`src/rtl/core/rrts_pkg.sv`:
```
// shared types and constants for the round robin task scheduler
// used by round_robin_task_scheduler and its testbench, no dependencies
package rrts_pkg;

  localparam int NUM_TASKS_DEF = 32;

  localparam int OP_W      = 3;
  localparam int ID_W      = 5;
  localparam int QUANT_W   = 8;
  localparam int CODE_W    = 2;
  localparam int TICK_W    = 32;
  localparam int STATUS_W  = 3;
  localparam int STAT_W    = STATUS_W + QUANT_W;
  localparam int IN_DATA_W  = 8;
  localparam int OUT_DATA_W = 48;
  localparam int RES_W      = CODE_W + ID_W + 1 + 1 + TICK_W;
  localparam int APB_AW     = 3;
  localparam int APB_DW     = 32;

  localparam logic [QUANT_W-1:0] QUANTUM_RST = 8'd10;

  typedef enum logic [OP_W-1:0] {
    OP_START = 3'd0,
    OP_TICK  = 3'd1,
    OP_YIELD = 3'd2,
    OP_ADD   = 3'd3,
    OP_TERM  = 3'd4,
    OP_BLOCK = 3'd5,
    OP_WAKE  = 3'd6
  } op_t;

  typedef enum logic [STATUS_W-1:0] {
    ST_FREE    = 3'd0,
    ST_RUNNING = 3'd1,
    ST_READY   = 3'd2,
    ST_WAITING = 3'd3,
    ST_DYING   = 3'd4
  } status_t;

  typedef enum logic [CODE_W-1:0] {
    RC_OK          = 2'd0,
    RC_NOT_STARTED = 2'd1,
    RC_TERM_STAY   = 2'd2
  } code_t;

  // queue slots, indexed by status minus one
  localparam logic [1:0] Q_RUNNING = 2'd0;
  localparam logic [1:0] Q_READY   = 2'd1;
  localparam logic [1:0] Q_DYING   = 2'd3;

  // register byte address of quantum_ticks
  localparam logic [APB_AW-1:0] REG_QUANTUM = 3'd0;

  typedef enum logic [1:0] {
    RET_FIN,
    RET_PROMOTE,
    RET_DRAIN
  } ret_t;

  typedef enum logic [4:0] {
    S_IDLE,
    S_DISPATCH,
    S_TICK,
    S_SCHED,
    S_SS_RD,
    S_SS_CHK,
    S_UL,
    S_UL_HEAD,
    S_WALK,
    S_WALK_RD,
    S_WALK_FIX,
    S_APPEND,
    S_RET,
    S_DRAIN,
    S_DRAIN_LNK,
    S_DRAIN_WR,
    S_FIN,
    S_FIN_RD,
    S_OUT
  } state_t;

  function automatic logic [1:0] q_of(input status_t s);
    logic [STATUS_W-1:0] d;
    d = STATUS_W'(s) - 3'd1;
    return d[1:0];
  endfunction

endpackage

```
`src/rtl/core/round_robin_task_scheduler.sv`:
```
// round robin task scheduler top level: sequencer, queue pointers, apb register
// depends on rrts_pkg and rrts_ram
//
// Each operation word (op, task_id) yields exactly one result word. Task state
// (status and remaining quantum) sits in one ram with a valid bit per entry
// that reset clears, so no clearing pass is needed; the queue links sit in a
// second ram. Queue heads and tails are registers. One operation is worked
// on at a time by a sequencer that reads, modifies and writes the rams, each
// read registered in the ram. A tick that leaves the quantum running only
// rewrites the running task's entry. Moving a task that is not free into
// another queue unlinks it first, walking its links when it is not the
// head, and after a reschedule every task on the dying queue is freed in
// turn. The walk covers at most NUM_TASKS links, the drain NUM_TASKS tasks.
// The result word sits in an output register, so the next operation can be
// accepted while it waits.
// quantum_ticks is at byte address 0 of the apb port and should be written
// only while the block is idle.
module round_robin_task_scheduler #(
  parameter int NUM_TASKS = rrts_pkg::NUM_TASKS_DEF
) (
  input  logic                            clk,
  input  logic                            rst,
  // op [2:0], task_id [7:3]
  input  logic                            s_tvalid,
  output logic                            s_tready,
  input  logic [rrts_pkg::IN_DATA_W-1:0]  s_tdata,
  // result_code [1:0], running_id [6:2], running_valid [7], switched [8],
  // tick_total [40:9], zero fill [47:41]
  output logic                            m_tvalid,
  input  logic                            m_tready,
  output logic [rrts_pkg::OUT_DATA_W-1:0] m_tdata,
  input  logic                            psel,
  input  logic                            penable,
  input  logic                            pwrite,
  input  logic [rrts_pkg::APB_AW-1:0]     paddr,
  input  logic [rrts_pkg::APB_DW-1:0]     pwdata,
  output logic [rrts_pkg::APB_DW-1:0]     prdata,
  output logic                            pready
);

  localparam int TW = $clog2(NUM_TASKS);
  localparam int PW = TW + 1;
  localparam logic [PW-1:0] NIL = PW'(NUM_TASKS);

  rrts_pkg::state_t state, state_next;

  // operation context
  logic [rrts_pkg::OP_W-1:0]   op_q;
  logic [rrts_pkg::ID_W-1:0]   id_q;
  logic [TW-1:0]               cur, cur_was;
  logic                        started;
  rrts_pkg::code_t             code;
  logic                        term_self;
  logic [rrts_pkg::TICK_W-1:0] tick_cnt;
  logic [rrts_pkg::QUANT_W-1:0] quantum;

  // set_status call frame
  logic [TW-1:0]               ss_t;
  rrts_pkg::status_t           ss_s;
  rrts_pkg::ret_t              ret;
  logic [TW-1:0]               nx_q;
  rrts_pkg::status_t           ns;
  logic [rrts_pkg::QUANT_W-1:0] rem_q;

  // unlink walk
  logic [TW-1:0]               ul_t;
  logic [1:0]                  ul_q;
  logic [PW-1:0]               prev;
  logic [PW-1:0]               walk_n;
  logic [PW-1:0]               drain_n;

  logic [PW-1:0] head [4];
  logic [PW-1:0] tail [4];

  logic [rrts_pkg::RES_W-1:0]  res;

  // status ram
  logic                        s_we;
  logic [TW-1:0]               s_waddr, s_raddr;
  logic [rrts_pkg::STAT_W-1:0] s_wdata, s_rdata;
  logic [NUM_TASKS-1:0]        stat_vld;
  logic                        s_rvld;
  rrts_pkg::status_t           rd_status;
  logic [rrts_pkg::QUANT_W-1:0] rd_rem, rem_dec;

  // link ram
  logic                        l_we;
  logic [TW-1:0]               l_waddr, l_raddr, l_wdata, l_rdata;

  // dispatch decode
  logic                        id_ok;
  logic [TW-1:0]               id_t;
  logic                        d_ss, d_sched, d_tick, d_nst, d_start, d_self;
  rrts_pkg::status_t           d_ss_s, d_ns;

  // derived queue conditions
  logic [1:0]                  app_q;
  logic                        ul_is_head, ul_is_tail, walk_go, drain_go, ready_any;

  rrts_ram #(.WIDTH(rrts_pkg::STAT_W), .DEPTH(NUM_TASKS)) u_stat_ram (
    .clk  (clk),
    .we   (s_we),
    .waddr(s_waddr),
    .wdata(s_wdata),
    .raddr(s_raddr),
    .rdata(s_rdata)
  );

  rrts_ram #(.WIDTH(TW), .DEPTH(NUM_TASKS)) u_link_ram (
    .clk  (clk),
    .we   (l_we),
    .waddr(l_waddr),
    .wdata(l_wdata),
    .raddr(l_raddr),
    .rdata(l_rdata)
  );

  // an entry never written reads as a free task with the reset quantum
  assign rd_status = s_rvld ? rrts_pkg::status_t'(s_rdata[rrts_pkg::STAT_W-1:rrts_pkg::QUANT_W])
                            : rrts_pkg::ST_FREE;
  assign rd_rem    = s_rvld ? s_rdata[rrts_pkg::QUANT_W-1:0] : rrts_pkg::QUANTUM_RST;
  assign rem_dec   = rd_rem - 8'd1;

  assign id_ok = 32'(id_q) < 32'(NUM_TASKS);
  assign id_t  = TW'(id_q);

  assign app_q      = rrts_pkg::q_of(ss_s);
  assign ul_is_head = head[ul_q] == PW'(ul_t);
  assign ul_is_tail = tail[ul_q] == PW'(ul_t);
  assign walk_go    = walk_n < NIL && prev < NIL && prev != tail[ul_q];
  assign drain_go   = drain_n < NIL && head[rrts_pkg::Q_DYING] < NIL;
  assign ready_any  = head[rrts_pkg::Q_READY] < NIL;

  assign s_tready = state == rrts_pkg::S_IDLE;
  assign pready   = 1'b1;
  assign prdata   = (paddr == rrts_pkg::REG_QUANTUM) ? rrts_pkg::APB_DW'(quantum) : '0;

  // operation decode
  always_comb begin
    d_ss    = 1'b0;
    d_sched = 1'b0;
    d_tick  = 1'b0;
    d_nst   = 1'b0;
    d_start = 1'b0;
    d_self  = 1'b0;
    d_ss_s  = rrts_pkg::ST_READY;
    d_ns    = rrts_pkg::ST_READY;
    if (op_q == rrts_pkg::OP_START) begin
      if (!started && id_ok) begin
        d_start = 1'b1;
        d_ss    = 1'b1;
        d_ss_s  = rrts_pkg::ST_RUNNING;
      end
    end else if (!started) begin
      d_nst = 1'b1;
    end else begin
      case (op_q) inside
        rrts_pkg::OP_TICK: d_tick = 1'b1;
        rrts_pkg::OP_YIELD: d_sched = 1'b1;
        rrts_pkg::OP_ADD, rrts_pkg::OP_WAKE: begin
          d_ss = id_ok;
        end
        rrts_pkg::OP_TERM: begin
          if (id_ok && id_t == cur) begin
            d_sched = 1'b1;
            d_self  = 1'b1;
            d_ns    = rrts_pkg::ST_DYING;
          end else if (id_ok) begin
            d_ss   = 1'b1;
            d_ss_s = rrts_pkg::ST_DYING;
          end
        end
        rrts_pkg::OP_BLOCK: begin
          if (id_ok && id_t == cur) begin
            d_sched = 1'b1;
            d_ns    = rrts_pkg::ST_WAITING;
          end else if (id_ok) begin
            d_ss   = 1'b1;
            d_ss_s = rrts_pkg::ST_WAITING;
          end
        end
        default: ;
      endcase
    end
  end

  // next state
  always_comb begin
    state_next = state;
    unique case (state)
      rrts_pkg::S_IDLE:     if (s_tvalid) state_next = rrts_pkg::S_DISPATCH;
      rrts_pkg::S_DISPATCH: begin
        if (d_ss) state_next = rrts_pkg::S_SS_RD;
        else if (d_sched) state_next = rrts_pkg::S_SCHED;
        else if (d_tick) state_next = rrts_pkg::S_TICK;
        else state_next = rrts_pkg::S_FIN;
      end
      rrts_pkg::S_TICK:
        state_next = (rem_dec == '0) ? rrts_pkg::S_SCHED : rrts_pkg::S_FIN;
      rrts_pkg::S_SCHED:
        state_next = ready_any ? rrts_pkg::S_SS_RD : rrts_pkg::S_DRAIN;
      rrts_pkg::S_SS_RD:    state_next = rrts_pkg::S_SS_CHK;
      rrts_pkg::S_SS_CHK: begin
        if (rd_status == ss_s) state_next = rrts_pkg::S_RET;
        else if (rd_status != rrts_pkg::ST_FREE) state_next = rrts_pkg::S_UL;
        else state_next = rrts_pkg::S_APPEND;
      end
      rrts_pkg::S_UL: begin
        if (ul_is_head) begin
          state_next = ul_is_tail ? rrts_pkg::S_APPEND : rrts_pkg::S_UL_HEAD;
        end else begin
          state_next = rrts_pkg::S_WALK;
        end
      end
      rrts_pkg::S_UL_HEAD:  state_next = rrts_pkg::S_APPEND;
      rrts_pkg::S_WALK:
        state_next = walk_go ? rrts_pkg::S_WALK_RD : rrts_pkg::S_APPEND;
      rrts_pkg::S_WALK_RD: begin
        if (l_rdata == ul_t) begin
          state_next = ul_is_tail ? rrts_pkg::S_APPEND : rrts_pkg::S_WALK_FIX;
        end else begin
          state_next = rrts_pkg::S_WALK;
        end
      end
      rrts_pkg::S_WALK_FIX: state_next = rrts_pkg::S_APPEND;
      rrts_pkg::S_APPEND:   state_next = rrts_pkg::S_RET;
      rrts_pkg::S_RET: begin
        unique case (ret)
          rrts_pkg::RET_PROMOTE: state_next = rrts_pkg::S_SS_RD;
          rrts_pkg::RET_DRAIN:   state_next = rrts_pkg::S_DRAIN;
          default:               state_next = rrts_pkg::S_FIN;
        endcase
      end
      rrts_pkg::S_DRAIN: begin
        if (!drain_go) state_next = rrts_pkg::S_FIN;
        else if (tail[rrts_pkg::Q_DYING] == head[rrts_pkg::Q_DYING])
          state_next = rrts_pkg::S_DRAIN_WR;
        else state_next = rrts_pkg::S_DRAIN_LNK;
      end
      rrts_pkg::S_DRAIN_LNK: state_next = rrts_pkg::S_DRAIN_WR;
      rrts_pkg::S_DRAIN_WR:  state_next = rrts_pkg::S_DRAIN;
      rrts_pkg::S_FIN:       state_next = rrts_pkg::S_FIN_RD;
      rrts_pkg::S_FIN_RD:    state_next = rrts_pkg::S_OUT;
      rrts_pkg::S_OUT:       if (!m_tvalid || m_tready) state_next = rrts_pkg::S_IDLE;
      default:               state_next = rrts_pkg::S_IDLE;
    endcase
  end

  // ram control
  always_comb begin
    s_we    = 1'b0;
    s_waddr = cur;
    s_wdata = {rd_status, rem_dec};
    s_raddr = (state == rrts_pkg::S_SS_RD) ? ss_t : cur;
    l_we    = 1'b0;
    l_waddr = prev[TW-1:0];
    l_wdata = l_rdata;
    l_raddr = ul_t;
    unique case (state)
      rrts_pkg::S_TICK: begin
        s_we    = 1'b1;
        s_wdata = {rd_status, (rem_dec == '0) ? quantum : rem_dec};
      end
      rrts_pkg::S_WALK:     l_raddr = prev[TW-1:0];
      rrts_pkg::S_WALK_FIX: l_we = 1'b1;
      rrts_pkg::S_APPEND: begin
        s_we    = 1'b1;
        s_waddr = ss_t;
        s_wdata = {ss_s, rem_q};
        l_we    = tail[app_q] < NIL;
        l_waddr = tail[app_q][TW-1:0];
        l_wdata = ss_t;
      end
      rrts_pkg::S_DRAIN:    l_raddr = head[rrts_pkg::Q_DYING][TW-1:0];
      rrts_pkg::S_DRAIN_WR: begin
        s_we    = 1'b1;
        s_waddr = ul_t;
        s_wdata = {rrts_pkg::ST_FREE, quantum};
      end
      default: ;
    endcase
  end

  // control state
  always_ff @(posedge clk) begin
    if (rst) begin
      state    <= rrts_pkg::S_IDLE;
      started  <= 1'b0;
      cur      <= '0;
      tick_cnt <= '0;
      quantum  <= rrts_pkg::QUANTUM_RST;
      stat_vld <= '0;
      m_tvalid <= 1'b0;
      for (int i = 0; i < 4; i++) begin
        head[i] <= NIL;
        tail[i] <= NIL;
      end
    end else begin
      state <= state_next;
      if (psel && penable && pwrite && paddr == rrts_pkg::REG_QUANTUM) begin
        quantum <= pwdata[rrts_pkg::QUANT_W-1:0];
      end
      if (s_we) stat_vld[s_waddr] <= 1'b1;
      if (state == rrts_pkg::S_OUT && (!m_tvalid || m_tready)) m_tvalid <= 1'b1;
      else if (m_tready) m_tvalid <= 1'b0;
      case (state)
        rrts_pkg::S_DISPATCH: begin
          if (d_start) started <= 1'b1;
          if (d_tick) tick_cnt <= tick_cnt + 32'd1;
        end
        rrts_pkg::S_UL: begin
          if (ul_is_head && ul_is_tail) begin
            head[ul_q] <= NIL;
            tail[ul_q] <= NIL;
          end
        end
        rrts_pkg::S_UL_HEAD: head[ul_q] <= PW'(l_rdata);
        rrts_pkg::S_WALK_RD: begin
          if (l_rdata == ul_t && ul_is_tail) tail[ul_q] <= prev;
        end
        rrts_pkg::S_APPEND: begin
          if (!(tail[app_q] < NIL)) head[app_q] <= PW'(ss_t);
          tail[app_q] <= PW'(ss_t);
          if (ss_s == rrts_pkg::ST_RUNNING) cur <= ss_t;
        end
        rrts_pkg::S_DRAIN: begin
          if (drain_go && tail[rrts_pkg::Q_DYING] == head[rrts_pkg::Q_DYING]) begin
            head[rrts_pkg::Q_DYING] <= NIL;
            tail[rrts_pkg::Q_DYING] <= NIL;
          end
        end
        rrts_pkg::S_DRAIN_LNK: head[rrts_pkg::Q_DYING] <= PW'(l_rdata);
        default: ;
      endcase
    end
  end

  // datapath, no reset needed
  always_ff @(posedge clk) begin
    s_rvld <= stat_vld[s_raddr];
    case (state)
      rrts_pkg::S_IDLE: begin
        op_q      <= s_tdata[2:0];
        id_q      <= s_tdata[7:3];
        cur_was   <= cur;
        code      <= rrts_pkg::RC_OK;
        term_self <= 1'b0;
      end
      rrts_pkg::S_DISPATCH: begin
        if (d_nst) code <= rrts_pkg::RC_NOT_STARTED;
        term_self <= d_self;
        ns        <= d_ns;
        ss_t      <= id_t;
        ss_s      <= d_ss_s;
        ret       <= rrts_pkg::RET_FIN;
      end
      rrts_pkg::S_TICK: ns <= rrts_pkg::ST_READY;
      rrts_pkg::S_SCHED: begin
        nx_q    <= head[rrts_pkg::Q_READY][TW-1:0];
        ss_t    <= cur;
        ss_s    <= ns;
        ret     <= rrts_pkg::RET_PROMOTE;
        drain_n <= '0;
      end
      rrts_pkg::S_SS_CHK: begin
        rem_q <= rd_rem;
        ul_t  <= ss_t;
        ul_q  <= rrts_pkg::q_of(rd_status);
      end
      rrts_pkg::S_UL: begin
        prev   <= head[ul_q];
        walk_n <= '0;
      end
      rrts_pkg::S_WALK_RD: begin
        // keep the predecessor when the task is found, the link fix writes it
        if (l_rdata != ul_t) prev <= PW'(l_rdata);
        walk_n <= walk_n + 1'b1;
      end
      rrts_pkg::S_RET: begin
        if (ret == rrts_pkg::RET_PROMOTE) begin
          ss_t <= nx_q;
          ss_s <= rrts_pkg::ST_RUNNING;
          ret  <= rrts_pkg::RET_DRAIN;
        end
      end
      rrts_pkg::S_DRAIN:    ul_t <= head[rrts_pkg::Q_DYING][TW-1:0];
      rrts_pkg::S_DRAIN_WR: drain_n <= drain_n + 1'b1;
      rrts_pkg::S_FIN_RD: begin
        res <= {tick_cnt,
                cur != cur_was,
                started && rd_status == rrts_pkg::ST_RUNNING,
                rrts_pkg::ID_W'(cur),
                (term_self && cur == id_t) ? rrts_pkg::RC_TERM_STAY : code};
      end
      rrts_pkg::S_OUT: begin
        if (!m_tvalid || m_tready) m_tdata <= rrts_pkg::OUT_DATA_W'(res);
      end
      default: ;
    endcase
  end

  // checks
  a_started_sticks: assert property (@(posedge clk) disable iff (rst)
    started |=> started) else $error("started flag dropped");

  a_cur_in_range: assert property (@(posedge clk) disable iff (rst)
    PW'(cur) < NIL) else $error("current task out of range");

  a_ready_ptrs: assert property (@(posedge clk) disable iff (rst)
    (head[rrts_pkg::Q_READY] < NIL) == (tail[rrts_pkg::Q_READY] < NIL))
    else $error("ready queue head and tail disagree");

  a_dying_ptrs: assert property (@(posedge clk) disable iff (rst)
    (head[rrts_pkg::Q_DYING] < NIL) == (tail[rrts_pkg::Q_DYING] < NIL))
    else $error("dying queue head and tail disagree");

  a_one_at_a_time: assert property (@(posedge clk) disable iff (rst)
    s_tvalid && s_tready |=> !s_tready) else $error("second word taken while busy");

endmodule

```
`src/rtl/core/rrts_ram.sv`:
```
// generic single write port ram with registered read
// no dependencies
module rrts_ram #(
  parameter int WIDTH = 8,
  parameter int DEPTH = 32
) (
  input  logic                     clk,
  input  logic                     we,
  input  logic [$clog2(DEPTH)-1:0] waddr,
  input  logic [WIDTH-1:0]         wdata,
  input  logic [$clog2(DEPTH)-1:0] raddr,
  output logic [WIDTH-1:0]         rdata
);

  logic [WIDTH-1:0] mem [DEPTH];

  always_ff @(posedge clk) begin
    if (we) begin
      mem[waddr] <= wdata;
    end
    rdata <= mem[raddr];
  end

endmodule

```
`config.mk`:
```
export PLATFORM = sky130hd
export DESIGN_NAME = round_robin_task_scheduler
export DESIGN_NICKNAME = d
export VERILOG_FILES = /design/src/rtl/core/rrts_pkg.sv /design/src/rtl/core/round_robin_task_scheduler.sv /design/src/rtl/core/rrts_ram.sv
export SDC_FILE = /design/constraint.sdc
export NUM_CORES = 1
export LEC_CHECK = 0
export ABC_AREA = 1
export ABC_CLOCK_PERIOD_IN_PS = 4640
export BUFFER_PORTS_ARGS = -buffer_cell sky130_fd_sc_hd__buf_2
export CAP_MARGIN = 20
export CORE_UTILIZATION = 60
export CTS_CLUSTER_SIZE = 40
export DETAILED_ROUTE_END_ITERATION = 16
export GPL_TIMING_DRIVEN = 0
export PLACE_DENSITY = 0.84
export SLEW_MARGIN = 20
export SYNTH_ARGS = -nofsm -noshare
export SYNTH_HDL_FRONTEND = slang
export SYNTH_SLANG_ARGS = --single-unit
```
`constraint.sdc`:
```
create_clock -name clk -period 4.64 [get_ports clk]
set_clock_uncertainty 0.1 [all_clocks]
set_input_delay 0.232 -clock clk [delete_from_list [all_inputs] [get_ports clk]]
set_output_delay 0.232 -clock clk [all_outputs]
set_load 0.03 [all_outputs]
```
### Word level (Yosys, flattened, before mapping)

Memories as Yosys holds them, arrays and structs flattened. A register that Yosys moved wholly into a read port is not among the register bits.
Cells that the tools add are included.

* reductions and logical operators: 42
* order comparisons: 9
* shift operators: 0
* $add $sub $neg: 6
* mux-type cells: 148
* bitwise operators: 6
* multiply operators: 0
* equality and inequality tests: 43
* divide/modulo/power cells: 0

Operators by type and width (number)
* 5-bit one-hot mux with 18 select lines: 1
* 1-bit 2-to-1 mux: 74
* 6-bit 2-to-1 mux: 10
* 5-bit 2-to-1 mux: 11
* 3-bit 2-to-1 mux: 16
* 5-bit by 4-bit == test with 1-bit output, second input constant: 8
* 5-bit one-hot mux with 2 select lines: 4
* 6-bit < comparator, second input constant: 6
* 6-bit one-hot mux with 2 select lines: 3
* 11-bit one-hot mux with 3 select lines: 1
* 32-bit by 1-bit adder with 32-bit output, second input constant: 1
* 32-bit OR: 1
* 8-bit 2-to-1 mux: 3
* 6-bit OR reduction: 4
* 2-bit 2-to-1 mux: 11
* 5-bit by 3-bit == test with 1-bit output, second input constant: 4
* 4-bit 2-to-1 mux: 5
* 2-bit AND reduction: 8
* 5-bit == test: 3
* 5-bit == test, second input constant: 3
* 5-bit one-hot mux with 3 select lines: 1
* 1-bit logical AND: 13
* 6-bit by 1-bit adder with 6-bit output, second input constant: 2
* 6-bit by 5-bit == test with 1-bit output: 2
* other kinds (33): 59

* logic and storage cells: 285
* bits in writable memories: 560
* memories kept: 4
* latch bits: 0
* bits in read-only memories: 0
* bits in registers: 234
* input bits: 50

Memory list
* u_stat_ram.mem: depth 32, bits a word 11, rd ports 1, clocked after Yosys merged registers in 1, write ports 1, RTL line rrts_ram.sv:15 `logic [WIDTH-1:0] mem [DEPTH];`
* u_link_ram.mem: depth 32, bits a word 5, rd ports 1, clocked after Yosys merged registers in 1, write ports 1, RTL line rrts_ram.sv:15
* head: depth 4, bits a word 6, rd ports 3, clocked after Yosys merged registers in 1, write ports 4, RTL line round_robin_task_scheduler.sv:72 `logic [PW-1:0] head [4];`
* tail: depth 4, bits a word 6, rd ports 3, clocked after Yosys merged registers in 1, write ports 4, RTL line round_robin_task_scheduler.sv:73 `logic [PW-1:0] tail [4];`

### Depth between registers and ports, before layout

Gate-level depths: netlist of the first run.

* depth in word-level cells: 12
* mapped depth: 18

### Hierarchy

A second synthesis of the first run with hierarchy kept.

* cell total of the unflattened synthesis: 3386
* area total of the unflattened synthesis: 35216.3 µm²

By module, submodules not included
* rrts_ram at u_stat_ram: seq. area each 10790.3 µm², cells each 1249, area an instance 14666.6 µm², instances 1
* round_robin_task_scheduler: seq. area each 7627.3 µm², cells each 1542, area an instance 13753.2 µm², instances 1
* rrts_ram at u_link_ram: seq. area each 4904.7 µm², cells each 595, area an instance 6796.5 µm², instances 1

### Worst setup path before layout of the first run

No wires, ideal clock.

* path type: register to register
* start point: register s_rvld
* end point: memory u_stat_ram.mem[0][2] (netlist bit), data pin
* library setup time: 398 ps
* stages on the path, launching flop included: 15
* arrival time: 2752 ps
* setup slack: 1391 ps
* path buffers: 1
* cells stage by stage: dfxtp_1 buf_2 nand2_1 inv_1 ha_1 inv_1 nor3_1 inv_1 nand2_1 o21ai_0 nor2_1 nand4_1 nand2_1 nand2_1 a31oi_1

* longest elaborated chain between the ends: 5

Ends and longest elaborated chain
* start: declaration: RTL line round_robin_task_scheduler.sv:82 `logic s_rvld;`
* start signal: assignment: RTL line round_robin_task_scheduler.sv:340 `s_rvld <= stat_vld[s_raddr];`
* 8-bit 2-to-1 mux (*): RTL line round_robin_task_scheduler.sv:121 `assign rd_rem = s_rvld ? s_rdata[rrts_pkg::QUANT_W-1:0] : rrts_pkg::QUANTUM_RST;`
* via rd_rem, one bit: RTL line round_robin_task_scheduler.sv:84 `logic [rrts_pkg::QUANT_W-1:0] rd_rem, rem_dec;`
* 8-bit by 1-bit subtractor with 8-bit output (*): RTL line round_robin_task_scheduler.sv:122 `assign rem_dec = rd_rem - 8'd1;`
* 8-bit zero test: RTL line round_robin_task_scheduler.sv:262 `s_wdata = {rd_status, (rem_dec == '0) ? quantum : rem_dec};`
* 8-bit 2-to-1 mux: RTL line round_robin_task_scheduler.sv:262
* 11-bit one-hot mux with 3 select lines (*): RTL line round_robin_task_scheduler.sv:259 `unique case (state)`
* via s_wdata, one bit: RTL line round_robin_task_scheduler.sv:80 `logic [rrts_pkg::STAT_W-1:0] s_wdata, s_rdata;`
* end: declaration: RTL line rrts_ram.sv:15

Mark *: on every way through the listed nets, which the timed path passes. The rest lies on a longest branch.

### Worst setup path after layout of the first run

* start point: register s_rvld
* end point: memory u_stat_ram.mem[11][0] (netlist bit), data pin

* longest elaborated chain between the ends: 5

Ends and longest elaborated chain (RTL line)
* 8-bit 2-to-1 mux: round_robin_task_scheduler.sv:121
* via rd_rem, one bit: round_robin_task_scheduler.sv:84
* 8-bit by 1-bit subtractor with 8-bit output: round_robin_task_scheduler.sv:122
* 8-bit zero test: round_robin_task_scheduler.sv:262
* 8-bit 2-to-1 mux: round_robin_task_scheduler.sv:262
* 11-bit one-hot mux with 3 select lines: round_robin_task_scheduler.sv:259
* via s_wdata, one bit: round_robin_task_scheduler.sv:80

The timed path passes the listed nets, and every way through them passes these cells.

==> flow_metrics.env, run 1 <==
export IMPL_grt_use_total_pct=33.8
export IMPL_timing_rr_start="s_rvld$_DFF_P_"
export IMPL_layout_min_cycle_time_ns=3.61
export IMPL_synthFlopType="edfxtp_1"
export IMPL_power_share_switching_pct=27.3
export IMPL_start_util_pct=61.1
export IMPL_pwr_share_seq_pct=48.8
export IMPL_syn_inst=3434
export IMPL_synth_top_area_cell="edfxtp_1"
export IMPL_top_layer_used="met4"
export IMPL_synth_edf_count=708
export IMPL_grt_pass1_vias=25900
export IMPL_synth_area_per_cell_um2=10.3
export IMPL_yosysWarnings=0
export IMPL_wl_per_cell_um=22.4
export IMPL_cts_root_buffer="clkbuf_16"
export IMPL_final_antenna_net_count=0
export IMPL_min_from="rst"
export IMPL_dr_wl_met2_um=47600
export IMPL_yosysMostFrequentCell="nand2_1"
export IMPL_r2r_cells=15
export IMPL_pre_cts_slack_ns=1.17
export IMPL_antenna_found_initial=2
export IMPL_status="finished, final reports clean"
export IMPL_clkSinkCount=811
export IMPL_grt_setup_unrepaired="false"
export IMPL_async_flop_share_pct=0
export IMPL_yosysTopAreaCellShare_pct=59.9
export IMPL_power_density_nw_per_um2=443
export IMPL_grt_max_degree=33
export IMPL_num_antenna_cells=0
export IMPL_design_area_um2=40400
export IMPL_drt_iter0_markers=3602
export IMPL_cts_resized=0
export IMPL_setup_viol=0
export IMPL_ys_ff_latch=811
export IMPL_die_height_um=245
export IMPL_syn2layout_area_growth_pct=13.6
export IMPL_finalCritPeriodShare_pct=77.9
export IMPL_place_area_um2=37500
export IMPL_yosysUniqueCellTypes=55
export IMPL_finalHoldViolCount=0
export IMPL_power_frac_clock_pct=36.9
export IMPL_drive_above_1_share_pct=12.3
export IMPL_vias_per_cell=6.01
export IMPL_cp_arrival_ns=3.89
export IMPL_io_pins=133
export IMPL_grt_pass1_wl_um=151000
export IMPL_core_um2=58100
export IMPL_p_switching_uw=4880
export IMPL_synthTopCellsByCount="896 x nand2_1, 708 x edfxtp_1, 323 x inv_1"
export IMPL_worstPathMaxFanout=13
export IMPL_dpl_hpwl_um=69400
export IMPL_drv_cap=0
export IMPL_rows=88
export IMPL_wl_met3_um=11700
export IMPL_drc=0
export IMPL_totalWireLength_um=101000
export IMPL_required_ns=4.91
export IMPL_hold_depth=4
export IMPL_cp_end_kind="register"
export IMPL_die_x_um=245
export IMPL_cp_start_kind="register"
export IMPL_num_vias=27000
export IMPL_cts_buffers=81
export IMPL_ctsHtreeMaxLevel=3
export IMPL_worst_slack_ns=1.03
export IMPL_tightestPinTransition_ns=0.980
export IMPL_leakage_uw=0.0159
export IMPL_hp_class="in2reg"
export IMPL_clk_latency_ns=0.64
export IMPL_ir_worst_vdd_v=0.000480
export IMPL_r2r_end="u_stat_ram.mem[11][0]$_DFFE_PP_"
export IMPL_p_int_uw=13000
export IMPL_synth_seq_area_share_pct=65.7
export IMPL_slew_headroom_pct=34.7
export IMPL_worst_hold_slack_ns=0.133
export IMPL_gp_congestion=1.00
export IMPL_clock_path_buffers=3
export IMPL_grt_overflow_total=0
export IMPL_syn_area_um2=35500
export IMPL_p_comb_share_pct=14.4
export IMPL_rrSetupSlack_ns=1.03
export IMPL_synthTopCellsByArea="edfxtp_1 60%, nand2_1 9.5%, dfxtp_1 5.8%"
export IMPL_cts_tree="built"
export IMPL_holdPathEnd="tail[3][0]$_DFFE_PP_"
export IMPL_firstDrtPassIters=10
export IMPL_io_buffers=76
export IMPL_clk_pin_slew_ns=0.06
export IMPL_met1_length_um=36300
export IMPL_dieArea_um2=60200
export IMPL_maxSlewViolCount=0
export IMPL_max_freq_mhz=277
export IMPL_power_uw=17900
export IMPL_timing_worst_setup_path_type="reg2reg"
export IMPL_finalNetCount=3720
## worst max-delay path, cell delays in order (launching register included)
cell     delay [ns]
dfxtp_1        0.35
buf_2          0.22
nand2_1        0.12
inv_1          0.11
ha_1           0.15
inv_1          0.05
nor3_1         0.35
inv_1          0.10
o21ai_0        0.23
nor2_1         0.10
nand4_1        0.14
nand2_1        0.20
nand2_1        0.12
nand4_1        0.48
buf_8          0.36
buf_6          0.16
## flip-flops by register name (all words and copies together), names as in the netlist, 24 cells and up, named ones only
name / cells
u_stat_ram.mem: 352
u_link_ram.mem: 160
m_tdata: 41
res: 41
stat_vld: 32
tick_cnt: 32
head: 24
tail: 24
## per-stage QoR
stage / utilization (%) / TNS [ns] / cells
after detailed placement: 64.4 / 0 / 4321
after floorplan: - / 0 / 3464
after global routing: 69.4 / 0 / 4494
after CTS: 69.4 / 0 / 4494
after global placement: 63.6 / -123.16 / 4305
final: 69.4 / 0 / 4494
## worst max-delay path by stage
stage / startpoint / to / slack [ns] / cells after the start
floorplan: s_rvld$_DFF_P_ / u_stat_ram.mem[0][2]$_DFFE_PP_ / 1.39 / 14
CTS: s_rvld$_DFF_P_ / u_stat_ram.mem[24][0]$_DFFE_PP_ / 1.13 / 15
finish: s_rvld$_DFF_P_ / u_stat_ram.mem[11][0]$_DFFE_PP_ / 1.03 / 15
global placement: state[2]$_SDFFE_PP0P_ / u_link_ram.mem[26][4]$_DFFE_PP_ / -0.74 / 6
global route: s_rvld$_DFF_P_ / u_stat_ram.mem[19][1]$_DFFE_PP_ / 0.70 / 15
detailed placement: s_rvld$_DFF_P_ / u_stat_ram.mem[24][0]$_DFFE_PP_ / 1.17 / 15
## cells in the final DEF, fill, tap and decap left out, drive strengths merged, types with 3 or more instances in the layout
cell	instances
nand2	916
nor4	5
nand3	283
a22oi	5
nor2	317
xor2	14
o211ai	113
o21a	3
a21oi	89
edfxtp	708
nand4	18
clkinv	39
dfxtp	103
inv	357
bufinv	6
buf	214
xnor2	9
dlygate4sd3	21
o21ai	192
conb	32
nand3b	31
o22ai	5
clkbuf	157
ha	10
or2	22
nor3	41
## repair_timing
action / 4_1_cts / 5_1_grt
hold buffers: 21 / 0
setup buffers: 0 / 0
endpoints found under the setup margin: 0 / 0
endpoints found under the hold margin: 18 / 0
## power by group through the flow
stage / Sequential, uW / Clock [uW] / Combinational, uW
global placement: 8910 / 0 / 2200
global route: 8740 / 6850 / 2730
finish: 8730 / 6600 / 2570
detailed placement: 8870 / 0 / 2450
floorplan: 8820 / 0 / 1430
CTS: 8720 / 6580 / 2480
## routing by layer
layer  vias to the layer above  GRT usage, %
met1                     12700          44.0
met2                      1878          54.7
li1                      12000             -
met4                         0          16.2
met5                         -             0
met3                       395          6.46
## layout make-up
class                   count  area (um^2)
plain buffers             171          972
clock buffers             108         2260
clock inverters            44          414
fillers                  4064        17800
inverters                 360         1360
multi-input cells        2122        10100
flip-flops and latches    811        23300
well taps                 765          957
repair buffers            113          942
## cell families after synthesis
| logic type | share of synthesized area (%) |
|---|---|
| AOI/OAI and AO/OA | 6.95 |
| xor gates and xnor gates | 0.567 |
| adders and majority gates | 0.352 |
| buffers and inverters | 6.58 |
| DFF | 65.7 |
| muxes | 0.0282 |
| other | 0.0211 |
| and+or+nand+nor | 19.8 |
No activity file was read; power rests on OpenSTA's default activity.
==> inputs of run 2 (changes only) <==
Settings changed: ABC_CLOCK_PERIOD_IN_PS 4640 to 3600.
Clock period 4.64 ns to 3.6 ns, I/O delays scaled along.
==> run 2 against run 1 <==
  * Non-clock buffer count increased by 5
  * Global-route usage increased by 0.058 points
  * Clock power increased by 29%
  * Largest cell class unchanged
  * Maximum frequency increased by 4.5%
  * Combinational power increased by 32%
  * First-iteration DRC count increased by 7.5%
  * Via count increased by 0.29%
  * Highest routed layer is now met5
  * Core utilization increased by 0.20 points
  * Power increased by 29%
  * Final cell count increased by 0.16%
==> flow_metrics.env, run 2 (synthesis results as in run 1) <==
export IMPL_max_freq_mhz=289
export IMPL_tightestPinTransition_ns=1.00
export IMPL_core_um2=58100
export IMPL_rows=88
export IMPL_grt_use_total_pct=33.8
export IMPL_place_area_um2=37500
export IMPL_grt_pass1_vias=26000
export IMPL_start_util_pct=61.1
export IMPL_wl_per_cell_um=22.6
export IMPL_leakage_uw=0.0159
export IMPL_finalNetCount=3726
export IMPL_die_x_um=245
export IMPL_clock_path_buffers=3
export IMPL_maxSlewViolCount=0
export IMPL_worstPathMaxFanout=10
export IMPL_firstDrtPassIters=6
export IMPL_layout_commonest_cell="nand2_1"
export IMPL_slew_headroom_pct=33.1
export IMPL_grt_met1_usage_pct=44.0
export IMPL_drive_above_1_share_pct=12.7
export IMPL_drc=0
export IMPL_totalWireLength_um=102000
export IMPL_use_met2_pct=54.7
export IMPL_required_ns=3.78
export IMPL_cp_arrival_ns=3.63
export IMPL_ir_worst_vdd_v=0.000613
export IMPL_layout_min_cycle_time_ns=3.46
export IMPL_syn2layout_area_growth_pct=14.0
export IMPL_worst_slack_ns=0.143
export IMPL_grt_use_met3_pct=6.45
export IMPL_setup_viol=0
export IMPL_clk_pin_slew_ns=0.06
export IMPL_io_buffers=76
export IMPL_io_pins=133
export IMPL_die_height_um=245
export IMPL_num_vias=27100
export IMPL_finalHoldViolCount=0
export IMPL_ctsHtreeMaxLevel=3
export IMPL_antenna_found_initial=1
export IMPL_cts_tree="built"
export IMPL_design_area_um2=40500
export IMPL_cp_end_kind="register"
export IMPL_grt_max_degree=33
export IMPL_timing_worst_setup_path_type="reg2reg"
export IMPL_gp_congestion=1.00
export IMPL_largest_register_ffs=352
export IMPL_regMostFlops="u_stat_ram.mem"
export IMPL_cts_buffers=81
export IMPL_grt_setup_unrepaired="false"
export IMPL_grt_pass1_wl_um=151000
export IMPL_power_density_nw_per_um2=572
export IMPL_drt_iter0_markers=3872
export IMPL_top_usage_layer="met2"
export IMPL_dpl_hpwl_um=69400
export IMPL_dieArea_um2=60200
export IMPL_power_uw=23200
export IMPL_grt_overflow_total=0
export IMPL_fin_util_pct=69.6
export IMPL_pre_cts_slack_ns=0.135
export IMPL_mostFrequentLayoutCells="891 x nand2_1, 708 x edfxtp_1, 322 x inv_1, 280 x nor2_1, 280 x nand3_1"
export IMPL_finalCritPeriodShare_pct=96.0
export IMPL_clk_latency_ns=0.65
export IMPL_drv_cap=0
export IMPL_cp_start_kind="register"
export IMPL_cts_root_buffer="clkbuf_16"
export IMPL_final_antenna_net_count=0
export IMPL_clkSinkCount=811
export IMPL_status="finished, final reports clean"
export IMPL_hp_class="in2reg"
export IMPL_worst_hold_slack_ns=0.0783
export IMPL_largestRegisters="u_stat_ram.mem x352, u_link_ram.mem x160"
export IMPL_vias_per_cell=6.02
## run 2: where the power goes
group	switching [uW]	internal, uW
sequential	257	11000
clock	3640	4880
combinational	2470	914
## run 2: worst paths after layout
kind	slack, ns	depth (start not counted)	startpoint	to
max	0.14	11	ss_s[0]$_DFFE_PP_	u_link_ram.mem[8][3]$_DFFE_PP_
min	0.08	4	rst	tail[3][0]$_DFFE_PP_
max reg2reg	0.14	11	ss_s[0]$_DFFE_PP_	u_link_ram.mem[8][3]$_DFFE_PP_
min reg2reg	0.32	0	res[13]$_DFFE_PP_	m_tdata[13]$_DFFE_PP_
## run 2: repair_timing
item,CTS,global route
hold buffers,23,0
hold endpoints to repair,18,0
endpoints found under the setup margin,0,354
buffers inserted,0,3
gates resized for setup,0,17
## run 2: critical path, stage by stage, from the launching register on
cell and delay (ns):
edfxtp_1 0.36, buf_2 0.29, clkinvlp_4 0.35, nor2_1 0.18
nor2_1 0.05, o21ai_0 0.08, o21ai_0 0.14, o21ai_0 0.42
inv_1 0.08, nor2_1 0.15, nand2_1 0.35, nor2_1 0.53
## run 2: metrics by stage
step,instances,setup TNS (ns)
6_report,4501,0
5_1_grt,4500,0
4_1_cts,4496,0
3_5_place_dp,4321,0
3_3_place_gp,4305,-474.22
2_1_floorplan,3464,0
## run 2: layout make-up
cell class | count | area (um^2)
buffer | 171 | 972
tap | 765 | 957
clock buffer | 108 | 2260
sequential | 811 | 23300
timing repair buffer | 118 | 985
antenna | 1 | 2.50
inverter | 360 | 1370
multi-input combinational | 2123 | 10200
clock inverter | 44 | 414
fill | 4046 | 17700
## run 2: layer usage
| metal | wire [um] | part of all wire, % | up-vias |
|---|---|---|---|
| met2 | 47800 | 47 | 1858 |
| met1 | 36300 | 36 | 12800 |
| met5 | 32 | 0.032 | - |
| met3 | 11700 | 12 | 426 |
| met4 | 5620 | 5.5 | 2 |
| li1 | - | - | 12000 |
